## src/assert_macros.svh

```systemverilog
// assertion helpers shared by the rtl
`ifndef ASSERT_MACROS_SVH
`define ASSERT_MACROS_SVH

// checked on every rising edge, quiet while reset is held
`define ASSERT_CLK(label, clk_sig, rst_n_sig, prop, msg) \
	label: assert property (@(posedge clk_sig) disable iff (!rst_n_sig) prop) \
		else $error(msg);

// implication form of the above
`define ASSERT_IMPLIES(label, clk_sig, rst_n_sig, ante, cons, msg) \
	`ASSERT_CLK(label, clk_sig, rst_n_sig, (ante) |-> (cons), msg)

`endif

```

## src/dewr_pkg.sv

```systemverilog
package dewr_pkg;

	localparam int unsigned DATA_W    = 32;
	localparam int unsigned COUNT_W   = 9;
	localparam int unsigned S_TDATA_W = 40;
	localparam int unsigned M_TDATA_W = 48;

	typedef enum logic [1:0] {
		OP_PUSH_HEAD = 2'd0,
		OP_PUSH_TAIL = 2'd1,
		OP_POP_HEAD  = 2'd2,
		OP_REVERSE   = 2'd3
	} op_t;

	typedef enum logic [1:0] {
		ST_OK    = 2'd0,
		ST_FULL  = 2'd1,
		ST_EMPTY = 2'd2
	} status_t;

	// outcome of one operation, minus the popped data
	typedef struct packed {
		status_t              status;
		logic                 pop;
		logic [COUNT_W-1:0]   count;
	} res_t;

endpackage

```

## src/dewr_ctrl.sv

```systemverilog
module dewr_ctrl #(
	parameter int unsigned DEPTH = 256,
	parameter int unsigned AW    = 8
) (
	input  logic                        clk,
	input  logic                        arst_n,
	input  logic                        accept,
	input  dewr_pkg::op_t               op,
	input  logic [dewr_pkg::DATA_W-1:0] value_in,
	output logic                        wr_en,
	output logic [AW-1:0]               wr_addr,
	output logic [dewr_pkg::DATA_W-1:0] wr_data,
	output logic                        rd_en,
	output logic [AW-1:0]               rd_addr,
	output dewr_pkg::res_t              res
);
	import dewr_pkg::*;

	localparam int unsigned CW = $clog2(DEPTH + 1);
	localparam logic [AW:0] DEPTH_W = (AW+1)'(DEPTH);
	localparam logic [AW-1:0] ONE = AW'(1);

	logic [AW-1:0] front_q, front_d;
	logic [CW-1:0] fill_q, fill_d;
	logic          rev_q, rev_d;
	logic          full, empty;
	logic [AW-1:0] fill_mod, last_ofs;

	// ring position arithmetic, both operands below DEPTH
	function automatic logic [AW-1:0] padd(input logic [AW-1:0] p, input logic [AW-1:0] d);
		logic [AW:0] s;
		s = {1'b0, p} + {1'b0, d};
		if (s >= DEPTH_W) begin
			s = s - DEPTH_W;
		end
		return s[AW-1:0];
	endfunction

	function automatic logic [AW-1:0] psub(input logic [AW-1:0] p, input logic [AW-1:0] d);
		logic [AW:0] s;
		s = {1'b0, p} - {1'b0, d};
		if (p < d) begin
			s = s + DEPTH_W;
		end
		return s[AW-1:0];
	endfunction

	assign full     = (fill_q == CW'(DEPTH));
	assign empty    = (fill_q == '0);
	assign fill_mod = full ? '0 : fill_q[AW-1:0];
	assign last_ofs = fill_q[AW-1:0] - ONE;

	always_comb begin
		front_d    = front_q;
		fill_d     = fill_q;
		rev_d      = rev_q;
		wr_en      = 1'b0;
		wr_addr    = front_q;
		wr_data    = value_in;
		rd_en      = 1'b0;
		rd_addr    = front_q;
		res.status = ST_OK;
		res.pop    = 1'b0;
		unique case (op)
			OP_PUSH_HEAD: begin
				if (full) begin
					res.status = ST_FULL;
				end else begin
					front_d = rev_q ? padd(front_q, ONE) : psub(front_q, ONE);
					wr_en   = accept;
					wr_addr = front_d;
					fill_d  = fill_q + CW'(1);
				end
			end
			OP_PUSH_TAIL: begin
				if (full) begin
					res.status = ST_FULL;
				end else begin
					wr_en   = accept;
					wr_addr = rev_q ? psub(front_q, fill_mod) : padd(front_q, fill_mod);
					fill_d  = fill_q + CW'(1);
				end
			end
			OP_POP_HEAD: begin
				if (empty) begin
					res.status = ST_EMPTY;
				end else begin
					rd_en   = accept;
					res.pop = 1'b1;
					front_d = rev_q ? psub(front_q, ONE) : padd(front_q, ONE);
					fill_d  = fill_q - CW'(1);
				end
			end
			OP_REVERSE: begin
				// head moves to the old last element, no data moves
				if (!empty) begin
					front_d = rev_q ? psub(front_q, last_ofs) : padd(front_q, last_ofs);
				end
				rev_d = !rev_q;
			end
			default: begin
			end
		endcase
		res.count = COUNT_W'(fill_d);
	end

	always_ff @(posedge clk or negedge arst_n) begin
		if (!arst_n) begin
			front_q <= '0;
			fill_q  <= '0;
			rev_q   <= 1'b0;
		end else if (accept) begin
			front_q <= front_d;
			fill_q  <= fill_d;
			rev_q   <= rev_d;
		end
	end

endmodule

```

## config.mk

```make
export PLATFORM = sky130hd
export DESIGN_NAME = dewr_ctrl
export DESIGN_NICKNAME = d
export VERILOG_FILES = /design/src/assert_macros.svh /design/src/dewr_pkg.sv /design/src/dewr_ctrl.sv
export SDC_FILE = /design/constraint.sdc
export NUM_CORES = 1
export LEC_CHECK = 0
export ABC_CLOCK_PERIOD_IN_PS = 9500
export BUFFER_PORTS_ARGS = -buffer_cell sky130_fd_sc_hd__buf_2
export CAP_MARGIN = 5
export CORE_MARGIN = 2
export CORE_UTILIZATION = 56
export CTS_BUF_LIST = sky130_fd_sc_hd__clkbuf_8 sky130_fd_sc_hd__clkbuf_16
export DETAILED_ROUTE_END_ITERATION = 8
export GPL_ROUTABILITY_DRIVEN = 0
export PLACE_DENSITY = 0.95
export SLEW_MARGIN = 10
export SYNTH_ARGS = -nofsm -noshare
export SYNTH_HDL_FRONTEND = slang
export SYNTH_SLANG_ARGS = --single-unit
export TNS_END_PERCENT = 100
```

## constraint.sdc

```tcl
create_clock -name clk -period 9.5 [get_ports clk]
set_input_delay 0.475 -clock clk [delete_from_list [all_inputs] [get_ports clk]]
set_output_delay 0.475 -clock clk [all_outputs]
set_load 0.05 [all_outputs]
```

Yosys cells after proc, flatten, opt, wreduce, memory -nomap -nowiden --
Cells that the tools add are included.
Cells by class: divide/modulo/power cells 0, multipliers 0, reductions and logical operators 7, eq/ne operators 6, bitwise operators 0, shifts and indexed selects 0, order comparisons 6, multiplexer cells 29, add/subtract/negate cells 15
Operators with widths (count):
- $mux 8 | 15
- $sub 8x1->8 const B | 5
- $ge 9x9->1 const B | 3
- $add 8x1->8 const B | 3
- $pmux 8 s3 | 1
- $add 8x8->9 | 2
- $mux 9 | 2
- $pmux 9 s2 | 1
- $lt 8x8->1 | 2
- $pmux 8 s2 | 1
- $sub 8x8->8 | 2
- $add 8x1->9 const B | 1
- $add 9x1->9 const B | 1
- $eq 9x9->1 const B | 1
- $logic_not 9->1 | 1
- $sub 9x1->9 const B | 1
- $lt 8x1->1 const B | 1
- $mux 1 | 7
- $eq 2x2->1 const B | 2
- $ne 2x2->1 const B | 2
- $pmux 2 s2 | 1
- $reduce_and 4->1 | 1
- $reduce_bool 3->1 | 1
- $eq 2x1->1 const B | 1
- 5 further kinds | 5
Storage, ports and cells: bits in registers 18, bits of input ports 37, bits in read-only memories 0, RAM bits 0, memories kept 0, latch bits 0, logic and storage cells 66, output and inout port bits 62

Depth between registers and ports, before layout --
depth in word-level cells 8, mapped depth 18, mapped depth without buffers 16

Least setup slack after synthesis --
OpenSTA, ideal clock, no wires.
path kind flip-flop to output port, from reg fill_q[0], to out wr_addr[7], buffers on the path 2, slack 4.831 ns, data arrival time 4.194 ns, required time 9.025 ns, cell stages (with the launch flop) 19, cell sequence dfrtp_1 > clkbuf_1 > inv_1 > ha_1 > buf_2 > nor3b_2 > and3_1 > inv_2 > ha_1 > a21oi_1 > a21oi_1 > xnor2_1 > ha_1 > or2_2 > a21oi_1 > a31oi_1 > xor2_1 > a21oi_2 > xor2_1
Between the ends: cells in the longest elaborated chain, start to end 8, elaborated cells on any way between the ends 14, those cells by class add/sub: 4; order compare: 2; eq/ne: 1; mux: 7
Ends and longest elaborated chain:
- start: declaration | RTL line dewr_ctrl.sv:24 | logic [CW-1:0] fill_q, fill_d;
- start signal: assignment | RTL line dewr_ctrl.sv:114 | fill_q <= fill_d;
- $eq 9x9->1 | RTL line dewr_ctrl.sv:48 | assign full = (fill_q == CW'(DEPTH));
- $mux 8 | RTL line dewr_ctrl.sv:50 | assign fill_mod = full ? '0 : fill_q[AW-1:0];
- $add 8x8->9 / $sub 8x8->8 (equally long branches) | RTL line dewr_ctrl.sv:32, dewr_ctrl.sv:41
- $sub 8x1->8 (tied with other cells) | RTL line dewr_ctrl.sv:34 | s = s - DEPTH_W;
- $mux 8, on equally long branches | RTL line dewr_ctrl.sv:33, dewr_ctrl.sv:42
- $mux 8 | RTL line dewr_ctrl.sv:80 | wr_addr = rev_q ? psub(front_q, fill_mod) : padd(front_q, fill_mod);
- $mux 8 | RTL line dewr_ctrl.sv:76 | if (full) begin
- $pmux 8 s2 * | RTL line dewr_ctrl.sv:64 | unique case (op)
- end: declaration | RTL line dewr_ctrl.sv:11 | output logic [AW-1:0] wr_addr,
Every way passes the cells marked *; elsewhere a longest branch is shown, timed or not.

Worst setup path in the final report --
Ends and elaborated chain as after synthesis.

==> qor.yml <==
status: "complete, no violations"
area_growth_pct: -2.084
drv_slew: 0
grt_remaining_overflow: 0
muxShareOfSynthArea_pct: 3.358
yosys.area_share.simple_pct: 22.93
dpl.hpwl_mm: 6.396
synth_edf_count: 0
synth_top_family_by_area: "compound AO/OA/AOI/OAI gates"
n_antenna_cell: 0
slew_headroom_pct: 35.01
cts_max_path_buffers: 2
rsz0062_at_grt: "false"
worstPathRequired_ns: 9.03
port_buffers: 34
dr.pass1.iters: 6
seqCellArea_um2: 450.4
maxCapViolCount: 0
r2r_start: "fill_q[0]"
nFillCells: 506
ant_nets: 0
wl_mm: 8.884
viasPerCell: 6.833
max_stage_delay_ns: 0.60
vias: 3280
skew_ns: 0.01551
multi_input_area_um2: 2341
cp.arrival_ns: 5.11
tightest_slew_ns: 0.9749
cts_sinks: 18
synth_xor_area_share_pct: 10.81
synth_compound_area_share_pct: 25.78
grt_pass1_wl_mm: 14.06
worstPathMaxFanout: 18
setup_viol: 0
finalHoldViolations: 0
nets: 469
synth_area_um2: 3242
core_um2: 5540
async_flop_share_pct: 100.0
syn_avg_cell_area_um2: 7.487
worstSetupPathType: "flip-flop to primary output"
fp.dieW_um: 80.09
synth-seq-cells: 18
cts-htree-levels: 1
synth_cell_types: 67
pre_cts_slack_ns: 4.400
cts_inserted_buffers: 3
ys_seq_area_share_pct: 13.89
slowest_stage: "dfrtp_1"
drive_gt1_share_pct: 14.22
path_cells: "inv_1, ha_1, nor3b_2, and3_1, inv_2, ha_1, a21oi_1, a21oi_1, xnor2_1, ha_1, or2_2, a21oi_1, a31oi_1, xor2_1, a21oi_2, xor2_1, buf_2"
root_buffer: "clkbuf_8"
syn_inst: 433
initial_core_util_pct: 58.51
cp-startpoint: "fill_q[0]"
antenna_found_initial: 0
finalSetupTns_ns: 0
ys_warn_count: 0
start_kind: "flip-flop"
hold_ws_ns: 0.1330
clkLatencyLatePin_ns: 0.27
finalCritPeriodShare_pct: 58.77
synthAdderAreaFrac_pct: 9.340
wl_per_cell_um: 18.51
fmax_mhz: 179.1
synth_nets: 493
die_h_um: 80.09
grt_max_degree: 28
first_global_vias: 2891
dieArea_um2: 6414
min_period_ns: 5.583
fp-row-count: 27
first_iter_violations: 340
io_pins: 99
drc_errors: 0
post_cts_buffers: 0
grt_usage_pct: 27.55
cts-resized-gates: 0
cts_hold_buf: 0
hp-class: "input port to asynchronous set/reset pin"
clkTransAtPathRegs_ns: 0.09
yosys_most_used_dff: "dfrtp_1"
setup_ws_ns: 3.917
end_kind: "primary output"
cts_tree: "yes"
logic make-up after synthesis:
logic type / after synthesis
mux: 10
compound gates: 123
fa+ha+maj: 23
buf+inv: 81
simple gates: 138
xor+xnor: 40
flops: 18
per-layer routing:
layer / vias to the layer above / GRT usage, % / share of wire [%] / wire length [µm]
met5: - / 0 / 0 / 0
met4: 0 / 14.07 / 4.0 / 352
met3: 54 / 3.933 / 13 / 1132
met2: 256 / 42.42 / 45 / 3991
met1: 1488 / 37.42 / 38 / 3407
li1: 1482 / - / - / -
Yosys cell counts, drive strengths merged, types with 3 or more instances:
cell / instances / area [µm²]
o21a: 5 / 37.54
a22o: 3 / 26.28
and3: 7 / 43.79
a31oi: 8 / 50.05
nand2b: 4 / 25.02
nand2: 26 / 97.59
or3: 8 / 50.05
nor3b: 4 / 35.03
xor2: 15 / 131.4
nor3: 14 / 80.08
clkbuf: 20 / 75.07
o21ai: 28 / 143.9
buf: 43 / 307.8
dfrtp: 18 / 450.4
a211oi: 4 / 30.03
ha: 21 / 262.8
or4: 5 / 41.29
inv: 17 / 63.81
a21oi: 28 / 143.9
nor2: 34 / 127.6
o22ai: 4 / 25.02
o211ai: 6 / 45.04
o31ai: 4 / 30.03
a221o: 5 / 50.05
xnor2: 25 / 219.0
mux2i: 6 / 60.06
mux2: 4 / 48.79
nand3: 16 / 80.08
a22oi: 7 / 52.55
a41oi: 3 / 33.79
nor2b: 4 / 25.02
metrics by stage:
step / utilization, % / cell area, µm² / std cells
floorplan: - / 3242 / 433
global placement: 56.30 / 3119 / 476
detailed placement: 56.30 / 3119 / 476
CTS: 57.29 / 3174 / 480
global route: 57.29 / 3174 / 480
finish: 57.29 / 3174 / 480
layout by cell type, fill, tap and decap left out, drive strengths merged, types with 3 or more instances in the layout:
cell type and n:
a211oi 4, a21oi 28, a221o 5, a22o 3
a22oi 7, a31oi 8, a41oi 3, and3 7
buf 34, clkbuf 4, dfrtp 18, ha 21
inv 17, mux2 4, mux2i 6, nand2 26
nand2b 4, nand3 16, nor2 34, nor2b 4
nor3 14, nor3b 4, o211ai 6, o21a 5
o21ai 28, o22ai 4, o31ai 4, or3 8
or4 5, xnor2 25, xor2 15
path summary, 6_finish.rpt:
path	endpoint	slack, ns	cells past startpoint
setup / recovery	wr_addr[7]	3.92	17
hold reg to reg	fill_q[8]	0.63	1
max in group asynchronous	fill_q[8]	9.03	1
min in group clk	fill_q[8]	0.63	1
hold / removal	rd_addr[1]	0.13	1
setup reg to reg	rd_addr[6]	5.50	13
registers in the layout, summed over array words and instances, names as in the netlist:
register and count:
rd_addr 8, rev_q 1, fill_q 9
critical path: cells and delay by family (launching register included):
| kind | cells | cell delay, ns |
|---|---|---|
| adders and majority gates | 3 | 0.95 |
| DFF | 1 | 0.60 |
| xor gates and xnor gates | 3 | 0.53 |
| buffers and inverters | 3 | 0.62 |
| AOI/OAI and AO/OA | 5 | 0.78 |
| and+or+nand+nor | 3 | 1.34 |
layout make-up:
cell class | instances | share of cell area (%)
multi-input combinational | 334 | 73.75
sequential | 18 | 14.19
timing repair buffer | 34 | 5.361
tap | 72 | 2.838
inverter | 18 | 2.129
clock buffer | 4 | 1.734
Power is not shown: default switching activity piles up to over one toggle a cycle in this logic, so the estimate is an artifact.
